**src/hdl/ctf_pkg.sv**
```systemverilog
// shared types, constants and helpers for the complementary tilt filter
package ctf_pkg;

  localparam int DataW  = 32;  // q16.16 angles, rates, integrals
  localparam int GainW  = 16;  // q0.16 gains and time step
  localparam int WideW  = 36;  // working width of intermediate terms
  localparam int SumW   = WideW + 1;
  localparam int CoefW  = GainW + 2;  // signed multiplier coefficient
  localparam int ProdW  = WideW + CoefW;
  localparam int FracW  = 16;
  localparam int InW    = 4 * DataW + GainW;
  localparam int OutW   = 2 * DataW;
  localparam int CfgAddrW = 4;

  // register indices on the configuration port
  localparam logic [1:0] REG_ORDER = 2'd0;
  localparam logic [1:0] REG_GAIN  = 2'd1;
  localparam logic [1:0] REG_TC    = 2'd2;

  localparam logic [GainW-1:0] GAIN_RST = 16'd61604;
  localparam logic [GainW-1:0] TC_RST   = 16'd6554;

  typedef enum logic [4:0] {
    ST_IDLE,
    ST_F_GYR, ST_F_SUM, ST_F_BLG, ST_F_MOV, ST_F_BLA, ST_F_WR,
    ST_S_DIF, ST_S_P1, ST_S_P2, ST_S_P3, ST_S_WRI, ST_S_P4,
    ST_S_T1, ST_S_T2, ST_S_P5, ST_S_WRA,
    ST_DONE
  } ctf_state_t;

  typedef enum logic [2:0] {MA_GYRO, MA_ACC, MA_PROD, MA_HOLD, MA_ACCEL} mul_a_sel_t;
  typedef enum logic [2:0] {MB_DT, MB_GAIN, MB_GAIN_C, MB_TC, MB_TC2} mul_b_sel_t;
  typedef enum logic [2:0] {AX_ACC, AX_PROD, AX_ANGLE, AX_INTEG, AX_ACCEL} add_x_sel_t;
  typedef enum logic [1:0] {AY_ZERO, AY_PROD, AY_GYRO, AY_ANGLE} add_y_sel_t;
  typedef enum logic [1:0] {DS_ACC, DS_HOLD, DS_ANGLE, DS_INTEG} dest_sel_t;

  typedef struct packed {
    logic       load;
    logic       axis;
    logic       mul_en;
    mul_a_sel_t mul_a;
    mul_b_sel_t mul_b;
    logic       add_en;
    add_x_sel_t add_x;
    add_y_sel_t add_y;
    logic       add_sub;
    dest_sel_t  dest;
  } ctf_ctrl_t;

  typedef struct packed {
    logic idle;
    logic load_out;
  } ctf_status_t;

  function automatic logic signed [DataW-1:0] sat32(input logic signed [SumW-1:0] v);
    logic signed [SumW-1:0] hi;
    logic signed [SumW-1:0] lo;
    hi = SumW'(signed'({1'b0, {(DataW-1){1'b1}}}));
    lo = SumW'(signed'({1'b1, {(DataW-1){1'b0}}}));
    if (v > hi) begin
      return hi[DataW-1:0];
    end else if (v < lo) begin
      return lo[DataW-1:0];
    end
    return v[DataW-1:0];
  endfunction

endpackage

```
**src/hdl/complementary_tilt_filter_core.sv**
```systemverilog
// top level of the two-axis complementary tilt filter with its register port
//
// Two-axis complementary tilt filter. Each input beat carries the X and Y
// accelerometer tilt angles, the X and Y gyro rates (all signed q16.16) and
// the time step dt (unsigned q0.16); each produces one output beat with both
// fused angles. order_mode selects the first-order blend (gain blend_gain)
// or the second-order filter (time constant time_constant, with one
// integral term per axis). Products are floored, the stored angles and
// integrals saturate to 32 bits. All arithmetic runs on one shared 36x18
// multiplier and one 37-bit adder under a step sequencer, axis X then Y,
// one operation per cycle. An item occupies the block from acceptance
// through six steps per axis in first-order mode and ten in second-order
// mode, all on the shared multiplier and adder; the input is not ready
// meanwhile. The result waits in an output register, so a new beat is
// taken while the last one is unread; the following result holds in the
// final step until that register frees. Write configuration only while
// the block is idle.
module complementary_tilt_filter_core (
  input  logic                           clk,
  input  logic                           rst_n,
  // input stream
  input  logic                           in_tvalid,
  output logic                           in_tready,
  // accel_x_angle, accel_y_angle, rate_x, rate_y, step_time
  input  logic [ctf_pkg::InW-1:0]        in_tdata,
  // result stream
  output logic                           out_tvalid,
  input  logic                           out_tready,
  // angle_x_out, angle_y_out
  output logic [ctf_pkg::OutW-1:0]       out_tdata,
  // register port
  input  logic                           cfg_psel,
  input  logic                           cfg_penable,
  input  logic                           cfg_pwrite,
  input  logic [ctf_pkg::CfgAddrW-1:0]   cfg_paddr,
  input  logic [31:0]                    cfg_pwdata,
  output logic [31:0]                    cfg_prdata,
  output logic                           cfg_pready
);

  localparam int GW = ctf_pkg::GainW;

  logic                    order_mode_r;
  logic [GW-1:0]           blend_gain_r;
  logic [GW-1:0]           time_constant_r;
  logic [1:0]              reg_idx;
  logic                    cfg_wr;

  ctf_pkg::ctf_ctrl_t      ctrl;
  ctf_pkg::ctf_status_t    status;
  logic                    in_accept;
  logic                    out_free;
  logic signed [ctf_pkg::DataW-1:0] angle_x, angle_y;

  logic                    out_tvalid_r;
  logic [ctf_pkg::OutW-1:0] out_tdata_r;

  // register port, always ready, word addressed
  assign cfg_pready = 1'b1;
  assign reg_idx    = cfg_paddr[3:2];
  assign cfg_wr     = cfg_psel & cfg_penable & cfg_pwrite & cfg_pready;

  always_ff @(posedge clk) begin
    if (!rst_n) begin
      order_mode_r    <= 1'b0;
      blend_gain_r    <= ctf_pkg::GAIN_RST;
      time_constant_r <= ctf_pkg::TC_RST;
    end else if (cfg_wr) begin
      unique case (reg_idx)
        ctf_pkg::REG_ORDER: order_mode_r    <= cfg_pwdata[0];
        ctf_pkg::REG_GAIN:  blend_gain_r    <= cfg_pwdata[GW-1:0];
        ctf_pkg::REG_TC:    time_constant_r <= cfg_pwdata[GW-1:0];
        default: ; // unused address, write dropped
      endcase
    end
  end

  always_comb begin
    unique case (reg_idx)
      ctf_pkg::REG_ORDER: cfg_prdata = 32'(order_mode_r);
      ctf_pkg::REG_GAIN:  cfg_prdata = 32'(blend_gain_r);
      ctf_pkg::REG_TC:    cfg_prdata = 32'(time_constant_r);
      default:            cfg_prdata = '0;
    endcase
  end

  // handshake: ready only while the sequencer is idle
  assign in_tready = status.idle;
  assign in_accept = in_tvalid & in_tready;
  // output register free when empty or being read this cycle
  assign out_free  = ~out_tvalid_r | out_tready;

  ctf_seq u_seq (
    .clk        (clk),
    .rst_n      (rst_n),
    .start      (in_accept),
    .order_mode (order_mode_r),
    .out_free   (out_free),
    .ctrl       (ctrl),
    .status     (status)
  );

  ctf_dpath u_dpath (
    .clk           (clk),
    .rst_n         (rst_n),
    .ctrl          (ctrl),
    .in_data       (in_tdata),
    .blend_gain    (blend_gain_r),
    .time_constant (time_constant_r),
    .angle_x       (angle_x),
    .angle_y       (angle_y)
  );

  // result register
  always_ff @(posedge clk) begin
    if (!rst_n) begin
      out_tvalid_r <= 1'b0;
    end else if (status.load_out) begin
      out_tvalid_r <= 1'b1;
    end else if (out_tready) begin
      out_tvalid_r <= 1'b0;
    end
  end

  always_ff @(posedge clk) begin
    if (status.load_out) begin
      out_tdata_r <= {angle_y, angle_x};
    end
  end

  assign out_tvalid = out_tvalid_r;
  assign out_tdata  = out_tdata_r;

  // an accepted beat keeps the input closed on the next cycle
  a_busy_after_accept: assert property (@(posedge clk) disable iff (!rst_n)
    in_accept |=> !in_tready)
    else $error("input ready right after an accepted beat");

  // a result never overwrites one that is still waiting
  a_no_overwrite: assert property (@(posedge clk) disable iff (!rst_n)
    status.load_out |-> (!out_tvalid_r || out_tready))
    else $error("result register overwritten while full");

  // a new result only follows the final sequencer step
  a_valid_source: assert property (@(posedge clk) disable iff (!rst_n)
    $rose(out_tvalid_r) |-> $past(status.load_out))
    else $error("output valid raised without a finished item");

  // loading the input registers only happens from idle
  a_load_idle: assert property (@(posedge clk) disable iff (!rst_n)
    ctrl.load |-> status.idle)
    else $error("input captured while busy");

endmodule

```
**src/hdl/ctf_seq.sv**
```systemverilog
// step sequencer driving the shared multiply and add unit
module ctf_seq (
  input  logic                 clk,
  input  logic                 rst_n,
  input  logic                 start,
  input  logic                 order_mode,
  input  logic                 out_free,
  output ctf_pkg::ctf_ctrl_t   ctrl,
  output ctf_pkg::ctf_status_t status
);

  ctf_pkg::ctf_state_t state_r, state_nxt;
  logic                axis_r, axis_nxt;

  always_ff @(posedge clk) begin
    if (!rst_n) begin
      state_r <= ctf_pkg::ST_IDLE;
      axis_r  <= 1'b0;
    end else begin
      state_r <= state_nxt;
      axis_r  <= axis_nxt;
    end
  end

  // next state
  always_comb begin
    state_nxt = state_r;
    axis_nxt  = axis_r;
    unique case (state_r)
      ctf_pkg::ST_IDLE: begin
        axis_nxt = 1'b0;
        if (start) begin
          state_nxt = order_mode ? ctf_pkg::ST_S_DIF : ctf_pkg::ST_F_GYR;
        end
      end
      ctf_pkg::ST_F_GYR: state_nxt = ctf_pkg::ST_F_SUM;
      ctf_pkg::ST_F_SUM: state_nxt = ctf_pkg::ST_F_BLG;
      ctf_pkg::ST_F_BLG: state_nxt = ctf_pkg::ST_F_MOV;
      ctf_pkg::ST_F_MOV: state_nxt = ctf_pkg::ST_F_BLA;
      ctf_pkg::ST_F_BLA: state_nxt = ctf_pkg::ST_F_WR;
      ctf_pkg::ST_F_WR: begin
        axis_nxt  = 1'b1;
        state_nxt = axis_r ? ctf_pkg::ST_DONE : ctf_pkg::ST_F_GYR;
      end
      ctf_pkg::ST_S_DIF: state_nxt = ctf_pkg::ST_S_P1;
      ctf_pkg::ST_S_P1:  state_nxt = ctf_pkg::ST_S_P2;
      ctf_pkg::ST_S_P2:  state_nxt = ctf_pkg::ST_S_P3;
      ctf_pkg::ST_S_P3:  state_nxt = ctf_pkg::ST_S_WRI;
      ctf_pkg::ST_S_WRI: state_nxt = ctf_pkg::ST_S_P4;
      ctf_pkg::ST_S_P4:  state_nxt = ctf_pkg::ST_S_T1;
      ctf_pkg::ST_S_T1:  state_nxt = ctf_pkg::ST_S_T2;
      ctf_pkg::ST_S_T2:  state_nxt = ctf_pkg::ST_S_P5;
      ctf_pkg::ST_S_P5:  state_nxt = ctf_pkg::ST_S_WRA;
      ctf_pkg::ST_S_WRA: begin
        axis_nxt  = 1'b1;
        state_nxt = axis_r ? ctf_pkg::ST_DONE : ctf_pkg::ST_S_DIF;
      end
      ctf_pkg::ST_DONE: begin
        if (out_free) begin
          state_nxt = ctf_pkg::ST_IDLE;
        end
      end
      default: state_nxt = ctf_pkg::ST_IDLE;
    endcase
  end

  // step controls
  always_comb begin
    ctrl.load    = 1'b0;
    ctrl.axis    = axis_r;
    ctrl.mul_en  = 1'b0;
    ctrl.mul_a   = ctf_pkg::MA_GYRO;
    ctrl.mul_b   = ctf_pkg::MB_DT;
    ctrl.add_en  = 1'b0;
    ctrl.add_x   = ctf_pkg::AX_ACC;
    ctrl.add_y   = ctf_pkg::AY_ZERO;
    ctrl.add_sub = 1'b0;
    ctrl.dest    = ctf_pkg::DS_ACC;
    status.idle     = 1'b0;
    status.load_out = 1'b0;
    unique case (state_r)
      ctf_pkg::ST_IDLE: begin
        status.idle = 1'b1;
        ctrl.load   = start;
      end
      ctf_pkg::ST_F_GYR: begin
        ctrl.mul_en = 1'b1;
        ctrl.mul_a  = ctf_pkg::MA_GYRO;
        ctrl.mul_b  = ctf_pkg::MB_DT;
      end
      ctf_pkg::ST_F_SUM: begin
        ctrl.add_en = 1'b1;
        ctrl.add_x  = ctf_pkg::AX_ANGLE;
        ctrl.add_y  = ctf_pkg::AY_PROD;
        ctrl.dest   = ctf_pkg::DS_ACC;
      end
      ctf_pkg::ST_F_BLG: begin
        ctrl.mul_en = 1'b1;
        ctrl.mul_a  = ctf_pkg::MA_ACC;
        ctrl.mul_b  = ctf_pkg::MB_GAIN;
      end
      ctf_pkg::ST_F_MOV: begin
        ctrl.add_en = 1'b1;
        ctrl.add_x  = ctf_pkg::AX_PROD;
        ctrl.add_y  = ctf_pkg::AY_ZERO;
        ctrl.dest   = ctf_pkg::DS_ACC;
      end
      ctf_pkg::ST_F_BLA: begin
        ctrl.mul_en = 1'b1;
        ctrl.mul_a  = ctf_pkg::MA_ACCEL;
        ctrl.mul_b  = ctf_pkg::MB_GAIN_C;
      end
      ctf_pkg::ST_F_WR: begin
        ctrl.add_en = 1'b1;
        ctrl.add_x  = ctf_pkg::AX_ACC;
        ctrl.add_y  = ctf_pkg::AY_PROD;
        ctrl.dest   = ctf_pkg::DS_ANGLE;
      end
      ctf_pkg::ST_S_DIF: begin
        ctrl.add_en  = 1'b1;
        ctrl.add_x   = ctf_pkg::AX_ACCEL;
        ctrl.add_y   = ctf_pkg::AY_ANGLE;
        ctrl.add_sub = 1'b1;
        ctrl.dest    = ctf_pkg::DS_HOLD;
      end
      ctf_pkg::ST_S_P1: begin
        ctrl.mul_en = 1'b1;
        ctrl.mul_a  = ctf_pkg::MA_HOLD;
        ctrl.mul_b  = ctf_pkg::MB_TC;
      end
      ctf_pkg::ST_S_P2: begin
        ctrl.mul_en = 1'b1;
        ctrl.mul_a  = ctf_pkg::MA_PROD;
        ctrl.mul_b  = ctf_pkg::MB_TC;
      end
      ctf_pkg::ST_S_P3: begin
        ctrl.mul_en = 1'b1;
        ctrl.mul_a  = ctf_pkg::MA_PROD;
        ctrl.mul_b  = ctf_pkg::MB_DT;
      end
      ctf_pkg::ST_S_WRI: begin
        ctrl.add_en = 1'b1;
        ctrl.add_x  = ctf_pkg::AX_INTEG;
        ctrl.add_y  = ctf_pkg::AY_PROD;
        ctrl.dest   = ctf_pkg::DS_INTEG;
      end
      ctf_pkg::ST_S_P4: begin
        ctrl.mul_en = 1'b1;
        ctrl.mul_a  = ctf_pkg::MA_HOLD;
        ctrl.mul_b  = ctf_pkg::MB_TC2;
      end
      ctf_pkg::ST_S_T1: begin
        ctrl.add_en = 1'b1;
        ctrl.add_x  = ctf_pkg::AX_INTEG;
        ctrl.add_y  = ctf_pkg::AY_PROD;
        ctrl.dest   = ctf_pkg::DS_ACC;
      end
      ctf_pkg::ST_S_T2: begin
        ctrl.add_en = 1'b1;
        ctrl.add_x  = ctf_pkg::AX_ACC;
        ctrl.add_y  = ctf_pkg::AY_GYRO;
        ctrl.dest   = ctf_pkg::DS_ACC;
      end
      ctf_pkg::ST_S_P5: begin
        ctrl.mul_en = 1'b1;
        ctrl.mul_a  = ctf_pkg::MA_ACC;
        ctrl.mul_b  = ctf_pkg::MB_DT;
      end
      ctf_pkg::ST_S_WRA: begin
        ctrl.add_en = 1'b1;
        ctrl.add_x  = ctf_pkg::AX_ANGLE;
        ctrl.add_y  = ctf_pkg::AY_PROD;
        ctrl.dest   = ctf_pkg::DS_ANGLE;
      end
      ctf_pkg::ST_DONE: begin
        status.load_out = out_free;
      end
      default: begin
        ctrl.load = 1'b0;
      end
    endcase
  end

endmodule

```
**src/hdl/ctf_dpath.sv**
```systemverilog
// shared multiplier and adder with the filter state registers
module ctf_dpath (
  input  logic                             clk,
  input  logic                             rst_n,
  input  ctf_pkg::ctf_ctrl_t               ctrl,
  input  logic [ctf_pkg::InW-1:0]          in_data,
  input  logic [ctf_pkg::GainW-1:0]        blend_gain,
  input  logic [ctf_pkg::GainW-1:0]        time_constant,
  output logic signed [ctf_pkg::DataW-1:0] angle_x,
  output logic signed [ctf_pkg::DataW-1:0] angle_y
);

  localparam int DW = ctf_pkg::DataW;
  localparam int WW = ctf_pkg::WideW;
  localparam int SW = ctf_pkg::SumW;
  localparam int GW = ctf_pkg::GainW;
  localparam int CW = ctf_pkg::CoefW;
  localparam int PW = ctf_pkg::ProdW;
  localparam int FW = ctf_pkg::FracW;

  logic signed [DW-1:0] accel_x_r, accel_y_r, gyro_x_r, gyro_y_r;
  logic [GW-1:0]        dt_r;
  logic signed [DW-1:0] angle_x_r, angle_y_r, integ_x_r, integ_y_r;
  logic signed [WW-1:0] acc_r, prod_r, hold_r;

  logic signed [DW-1:0] accel_s, gyro_s, angle_s, integ_s;
  logic signed [WW-1:0] mul_a;
  logic signed [CW-1:0] mul_b;
  logic signed [PW-1:0] mul_full;
  logic signed [WW-1:0] prod_nxt;
  logic signed [SW-1:0] add_x, add_y, sum;
  logic signed [DW-1:0] sat_val;

  // input beat capture
  always_ff @(posedge clk) begin
    if (ctrl.load) begin
      accel_x_r <= in_data[DW-1:0];
      accel_y_r <= in_data[2*DW-1:DW];
      gyro_x_r  <= in_data[3*DW-1:2*DW];
      gyro_y_r  <= in_data[4*DW-1:3*DW];
      dt_r      <= in_data[4*DW+GW-1:4*DW];
    end
  end

  assign accel_s = ctrl.axis ? accel_y_r : accel_x_r;
  assign gyro_s  = ctrl.axis ? gyro_y_r  : gyro_x_r;
  assign angle_s = ctrl.axis ? angle_y_r : angle_x_r;
  assign integ_s = ctrl.axis ? integ_y_r : integ_x_r;

  always_comb begin
    unique case (ctrl.mul_a)
      ctf_pkg::MA_GYRO:  mul_a = WW'(gyro_s);
      ctf_pkg::MA_ACC:   mul_a = acc_r;
      ctf_pkg::MA_PROD:  mul_a = prod_r;
      ctf_pkg::MA_HOLD:  mul_a = hold_r;
      ctf_pkg::MA_ACCEL: mul_a = WW'(accel_s);
      default:           mul_a = acc_r;
    endcase
  end

  // coefficient in q0.16, one minus gain and twice tc need seventeen bits
  always_comb begin
    unique case (ctrl.mul_b)
      ctf_pkg::MB_DT:     mul_b = CW'(dt_r);
      ctf_pkg::MB_GAIN:   mul_b = CW'(blend_gain);
      ctf_pkg::MB_GAIN_C: mul_b = CW'({1'b1, {GW{1'b0}}}) - CW'(blend_gain);
      ctf_pkg::MB_TC:     mul_b = CW'(time_constant);
      ctf_pkg::MB_TC2:    mul_b = CW'({time_constant, 1'b0});
      default:            mul_b = CW'(dt_r);
    endcase
  end

  // floor of the q0.16 product, the result always fits the working width
  assign mul_full = mul_a * mul_b;
  assign prod_nxt = mul_full[WW+FW-1:FW];

  always_comb begin
    unique case (ctrl.add_x)
      ctf_pkg::AX_ACC:   add_x = SW'(acc_r);
      ctf_pkg::AX_PROD:  add_x = SW'(prod_r);
      ctf_pkg::AX_ANGLE: add_x = SW'(angle_s);
      ctf_pkg::AX_INTEG: add_x = SW'(integ_s);
      ctf_pkg::AX_ACCEL: add_x = SW'(accel_s);
      default:           add_x = SW'(acc_r);
    endcase
  end

  always_comb begin
    unique case (ctrl.add_y)
      ctf_pkg::AY_ZERO:  add_y = '0;
      ctf_pkg::AY_PROD:  add_y = SW'(prod_r);
      ctf_pkg::AY_GYRO:  add_y = SW'(gyro_s);
      ctf_pkg::AY_ANGLE: add_y = SW'(angle_s);
      default:           add_y = '0;
    endcase
  end

  assign sum     = ctrl.add_sub ? (add_x - add_y) : (add_x + add_y);
  assign sat_val = ctf_pkg::sat32(sum);

  always_ff @(posedge clk) begin
    if (ctrl.mul_en) begin
      prod_r <= prod_nxt;
    end
    if (ctrl.add_en && ctrl.dest == ctf_pkg::DS_ACC) begin
      acc_r <= sum[WW-1:0];
    end
    if (ctrl.add_en && ctrl.dest == ctf_pkg::DS_HOLD) begin
      hold_r <= sum[WW-1:0];
    end
  end

  always_ff @(posedge clk) begin
    if (!rst_n) begin
      angle_x_r <= '0;
      angle_y_r <= '0;
      integ_x_r <= '0;
      integ_y_r <= '0;
    end else if (ctrl.add_en) begin
      if (ctrl.dest == ctf_pkg::DS_ANGLE) begin
        if (ctrl.axis) begin
          angle_y_r <= sat_val;
        end else begin
          angle_x_r <= sat_val;
        end
      end
      if (ctrl.dest == ctf_pkg::DS_INTEG) begin
        if (ctrl.axis) begin
          integ_y_r <= sat_val;
        end else begin
          integ_x_r <= sat_val;
        end
      end
    end
  end

  assign angle_x = angle_x_r;
  assign angle_y = angle_y_r;

endmodule
```
**config.mk**
```make
export PLATFORM = sky130hd
export DESIGN_NAME = complementary_tilt_filter_core
export DESIGN_NICKNAME = d
export VERILOG_FILES = /design/src/hdl/ctf_pkg.sv /design/src/hdl/complementary_tilt_filter_core.sv /design/src/hdl/ctf_seq.sv /design/src/hdl/ctf_dpath.sv
export SDC_FILE = /design/constraint.sdc
export NUM_CORES = 2
export LEC_CHECK = 0
export ABC_AREA = 1
export BUFFER_PORTS_ARGS = -buffer_cell sky130_fd_sc_hd__buf_4
export CORE_MARGIN = 5
export CORE_UTILIZATION = 28
export DETAILED_ROUTE_END_ITERATION = 10
export GPL_ROUTABILITY_DRIVEN = 0
export SLEW_MARGIN = 20
export SYNTH_ARGS = -nofsm -noshare
export SYNTH_HDL_FRONTEND = slang
export SYNTH_HIERARCHICAL = 1
export SYNTH_SLANG_ARGS = --single-unit
```
**constraint.sdc**
```tcl
create_clock -name clk -period 9.2 [get_ports clk]
set_input_delay 0.92 -clock clk [delete_from_list [all_inputs] [get_ports clk]]
set_output_delay 0.92 -clock clk [all_outputs]
set_load 0.005 [all_outputs]
```
; ---- Word level (Yosys, flattened, before mapping)
; Index checks and enable logic that the tools add are counted.
[totals]
register_bits = 484
input_bits = 187
out_inout_bits = 99
wordCells = 120
[op_classes]
addsub = 3
n_mul = 1
order_cmp = 2
n_eq_ne = 38
mux = 31
n_bitwise = 6
reduce_logical = 20
[op_table]
columns = cell, n
row1 = 37-bit one-hot mux with 4 select lines, 2
row2 = 32-bit two-way mux, 7
row3 = 36-bit one-hot mux with 4 select lines, 1
row4 = 5-bit one-hot mux with 18 select lines, 1
row5 = 18-bit one-hot mux with 4 select lines, 1
row6 = 7-bit one-hot mux with 8 select lines, 1
row7 = 36-bit by 18-bit multiplier with 52-bit output, 1
row8 = 16-bit one-hot mux with 3 select lines, 1
row9 = "5-bit by 4-bit equality test with 1-bit output, second input constant", 8
row10 = 37-bit adder, 1
row11 = "37-bit by 32-bit > comparator with 1-bit output, second input constant", 1
row12 = "37-bit by 32-bit < comparator with 1-bit output, second input constant", 1
row13 = 37-bit two-way mux, 1
row14 = 37-bit subtractor, 1
row15 = 6-bit one-hot mux with 6 select lines, 1
row16 = "5-bit by 3-bit equality test with 1-bit output, second input constant", 4
row17 = 5-bit two-way mux, 4
row18 = "3-bit by 2-bit equality test with 1-bit output, second input constant", 6
row19 = "17-bit by 16-bit subtractor with 18-bit output, first input constant", 1
row20 = 3-bit AND reduction, 4
row21 = "2-bit equality test, second input constant", 5
row22 = "5-bit by 2-bit equality test with 1-bit output, second input constant", 2
row23 = "5-bit equality test, second input constant", 2
row24 = "3-bit equality test, second input constant", 3
row25 = other kinds (18), 41

; ---- Logic depth before layout (Yosys ltp)
[logic_depth]
word_depth = 11
depth_mapped = 42
ltp_nobuf = 41

; ---- Hierarchy
; Netlist, hierarchy kept.
[modules_own_cells]
columns = module, instances, cells_each, area_each_um2
row1 = ctf_dpath, 1, 5252, 41613.7
row2 = complementary_tilt_filter_core, 1, 331, 3666.0
row3 = ctf_seq, 1, 115, 624.3

; ---- Worst setup path before layout
; No wires, ideal clock.
[synth_timing]
kind = register to register
start = register u_seq.state_r[4]
end = register u_dpath.prod_r[32] (data pin)
setup_ns = 0.259
arrival_time_ns = 7.410
required_time_ns = 8.941
setup_slack_ns = 1.532
stages_incl_launch_ff = 35
n_path_buf = 2
path_cell_list = dfxtp_1 -> inv_2 -> buf_6 -> nand2_1 -> nor2_2 -> a31oi_1 -> nand2_1 -> nor3_1 -> inv_1 -> o22ai_1 -> a21oi_1 -> o311ai_0 -> o21ai_0 -> inv_1 -> buf_1 -> nand2_1 -> fa_1 -> inv_1 -> fa_1 -> fa_1 -> fa_1 -> fa_1 -> inv_1 -> fa_1 -> inv_1 -> ha_1 -> a21oi_1 -> o21ai_0 -> nand2_1 -> nand2_1 -> a2111oi_0 -> nand3_1 -> nand2_1 -> nand3b_1 -> xor2_1
[synth_lines]
columns = item, line
row1 = "start, declared", ctf_seq.sv:12  ; ctf_pkg::ctf_state_t state_r, state_nxt;
row2 = "start signal, assigned", ctf_seq.sv:17  ; state_r <= ctf_pkg::ST_IDLE;
row3 = "start signal, assigned", ctf_seq.sv:20  ; state_r <= state_nxt;
row4 = "end signal, assigned", ctf_dpath.sv:103  ; prod_r <= prod_nxt;
row5 = "end, declared", ctf_dpath.sv:24  ; logic signed [WW-1:0] acc_r, prod_r, hold_r;

==> metrics.md <==
| Metric | Value |
|---|---|
| Crit path launch type | flip-flop |
| Reg-to-reg slack, setup | ~0.51 ns |
| # H-tree levels | 2 |
| Nets | about 7000 |
| FMAX | between 100 and 150 MHz |
| Die Ht | a little over 400 um |
| Worst path most repeated cell | nand2_1 |
| Ratio of final minimum period to clock period | 94.4% |
| Period minus WS final | 8.69 ns |
| Async SR Flop Fraction | 0% |
| Initial core utilization | 28.2% |
| Reg2reg end | u_dpath/prod_r[34] |
| Port Buf Inserts | 250 |
| Number of synthesized flops with an enable pin | between 300 and 400 |
| Initial antenna violation count | 2 |
| Least-Margin Pin Slew | between 1 and 1.5 ns |
| Crit-path slowest cell | o21ai_0 |
| Total CTS buffers | 51 |
| Final setup violation count | 0 |
| Total gr overflow | 0 |
| Max transition margin | between 20% and 30% |
| CTS tree | built |
| Post-synth top cells | nand2_1 (1366), inv_1 (1081), nor2_1 (680) |
| Hold Violations, Final | 0 |
| Bufs on Longest Clock Path | 3 |
| Via count | around 40000 |
| Compound-gate portion of the synthesized area | between 8 and 9% |
| Detailed-router iteration count before antenna repair | 6 |
| Slew Limit Fails | 0 |
| Mapped Cells | about 5700 |
| Crit-path max FO | 32 |
| Sequential area share after synthesis | between 20% and 30% |
| Clock slew at reported path FFs | approximately 0.06 ns |
| Critical path capture point type | flip-flop |
| #FFs+latches synth | 484 |
| Post-synthesis simple-gate area fraction | between 20% and 30% |
| Synth Area in Adders | 29.0% |
| Antenna Violating Nets Remaining | 0 |
| Final Skew | around 0.056 ns |
| Per-cell routed wire length | around 19 um |
| Xor and xnor fraction of the mapped netlist area | 2.16% |
| Worst Hold Launch | u_dpath/angle_x[19] |
| Slowest stage delay, CP | about 0.84 ns |
| Mux contribution to synthesized area | less than 1% |
| Mapped Area | between 40000 and 50000 sq um |
| Largest net degree at the start of global routing | 87 |
| Worst r2r path cells | 35 |
| Vias in the first global route | 39700 |
| Die Footprint | 172000 sq um |
| FP Rows | around 150 |
| Clock Sinks | around 480 |
| Synth area leader | fa_1 |
| Max cap viols | 0 |
| Layout cells sized above 1 | between 10% and 20% |
| Placeable Area | 163000 sq um |
| Yosys top cell area share | about a quarter |
| Root buffer cell | clkbuf_16 |
| Area delta synth->final | 16.7% |
| Ranking of synthesized cells by area | fa_1 (25%), edfxtp_1 (21%), nand2_1 (11%) |
| Avg Inst Size Synth | just over 8 sq um |
| Largest family of logic cells by synthesized area | adder cells |
| Detailed Place HPWL | between 100000 and 150000 um |
| Vias per inst | slightly below 5 |
| FF-to-FF Start | u_seq/state_r[2] |
| IO Pins | 286 |
| Worst setup path category | reg2reg |
| Total negative slack | 0 ns |
| DRC | 0 |
| Synth cell types | 65 |
| Endpoint of the worst hold path | out_tdata[19] |
| WL final | roughly 160000 um |
| Global-route wire length before repair | around 240000 um |
| RSZ-0062 raised after global routing | no |
| Die width | about 410 um |
| All-Layer GR Usage | 17.9% |
| Crit path DAT | 9.08 ns |
| Outcome | finished, final reports clean |
| Syn. warnings | 6 |
| Most common cell in the netlist | nand2_1 |
| Iteration-0 DRC Markers | about 3800 |
| Worst-Skew Late Latency | ~0.65 ns |
| Hold crit path type | reg2reg |
| Req. time, crit path | 9.60 ns |
| Post-synth top flop | edfxtp_1 |
| Hold depth | 0 |
==> cells by family (layout without fill, tap and decap cells) <==
family                     Yosys count  count (layout)
xor gates and xnor gates           113             113
DFF                                484             484
AOI/OAI and AO/OA                  618             618
other                                2              19
buffers and inverters             1347            1736
adders and majority gates          724             724
and+or+nand+nor                   2409            2409
muxes                                1               1
==> state kept, by name, summed over array words and instances (netlist names), 32 cells and up <==
register / cells
u_dpath/angle_y: 32
u_dpath/hold_r: 36
u_dpath/gyro_y_r: 32
u_dpath/prod_r: 36
out_tdata: 64
u_dpath/accel_y_r: 32
u_dpath/gyro_x_r: 32
u_dpath/integ_x_r: 32
u_dpath/acc_r: 36
u_dpath/accel_x_r: 32
u_dpath/angle_x: 32
u_dpath/integ_y_r: 32
==> worst max-delay path by stage <==
stage / startpoint / to / cells past startpoint / slack [ns]
floorplan: u_seq/state_r[4] / u_dpath/prod_r[32] / 34 / 1.53
global placement: u_seq/state_r[2] / u_dpath/prod_r[32] / 32 / 0.47
detailed placement: u_seq/state_r[4] / u_dpath/prod_r[34] / 34 / 0.58
CTS: u_seq/state_r[2] / u_dpath/prod_r[13] / 36 / 0.54
global route: u_seq/state_r[2] / u_dpath/prod_r[13] / 37 / 0.009
finish: u_seq/state_r[2] / u_dpath/prod_r[34] / 35 / 0.51
==> cells in the final DEF, fill, tap and decap left out, types with 6 or more instances in the layout <==
| master | n |
|---|---|
| nand2_1 | 1365 |
| o21ai_0 | 133 |
| a22oi_1 | 71 |
| xnor2_1 | 34 |
| clkbuf_16 | 52 |
| dfxtp_1 | 166 |
| o21a_1 | 12 |
| a221oi_1 | 9 |
| ha_1 | 156 |
| o2111ai_1 | 14 |
| clkbuf_8 | 6 |
| buf_4 | 519 |
| a31oi_1 | 42 |
| buf_12 | 16 |
| o21bai_1 | 11 |
| nor4_1 | 10 |
| edfxtp_1 | 316 |
| fa_1 | 568 |
| nand3_1 | 265 |
| o211ai_1 | 13 |
| nand2_2 | 7 |
| o21ai_1 | 36 |
| xor2_1 | 79 |
| nand4_1 | 19 |
| a41oi_1 | 11 |
| a21oi_1 | 208 |
| nor3_1 | 17 |
| nor2_1 | 671 |
| nor2_2 | 23 |
| o22ai_1 | 10 |
| conb_1 | 17 |
| inv_1 | 1080 |
| nor2_4 | 9 |
| clkinv_2 | 12 |
| a21o_1 | 11 |
| clkinv_1 | 17 |
| inv_2 | 9 |
| clkbuf_1 | 8 |
==> timing repair <==
item                                    in CTS  in global routing
resized for setup                            0                  4
buffers inserted                             0                  0
endpoints found under the setup margin       0                  7
endpoints found under the hold margin        0                  0
hold buffers                                 0                  0
==> cell type report <==
cell class,instances,area (sq um)
antenna,2,5.00
clock buffer,66,1410
clock inverter,30,328
fill,17200,109000
inverter,1104,4150
timing repair buffer,536,4230
multi-input combinational,3882,27900
tap,2175,2720
sequential,484,12900
==> layer usage <==
layer	vias up	part of all wire [%]	track usage, %
met1	19300	40	22.6
li1	18300	-	-
met4	0	5.1	7.59
met5	-	0	0
met3	371	8.7	3.52
met2	1784	47	29.8
==> through the flow <==
stage | hold slack (ns) | cell area, sq um | setup slack [ns] | std cells | util [%]
2_1_floorplan | 0.408 | 46000 | 1.53 | 5713 | -
3_3_place_gp | 0.417 | 51800 | 0.474 | 8181 | 31.8
3_5_place_dp | 0.415 | 51800 | 0.575 | 8181 | 31.8
4_1_cts | 0.399 | 53600 | 0.542 | 8277 | 32.9
5_1_grt | 0.414 | 53600 | 0.00914 | 8279 | 32.9
6_report | 0.425 | 53600 | 0.514 | 8279 | 32.9
==> critical path: cells and delay by family, from the launching register on <==
family	cells	cell delay, ns
fa+ha+maj	7	3.01
simple gates	13	1.88
compound gates	4	1.47
buf+inv	10	1.40
flops	1	0.46
xor+xnor	1	0.15
Power is left out: the tool's default activity adds up to more than one toggle a clock period on the data nets, which glitch-free logic cannot reach.
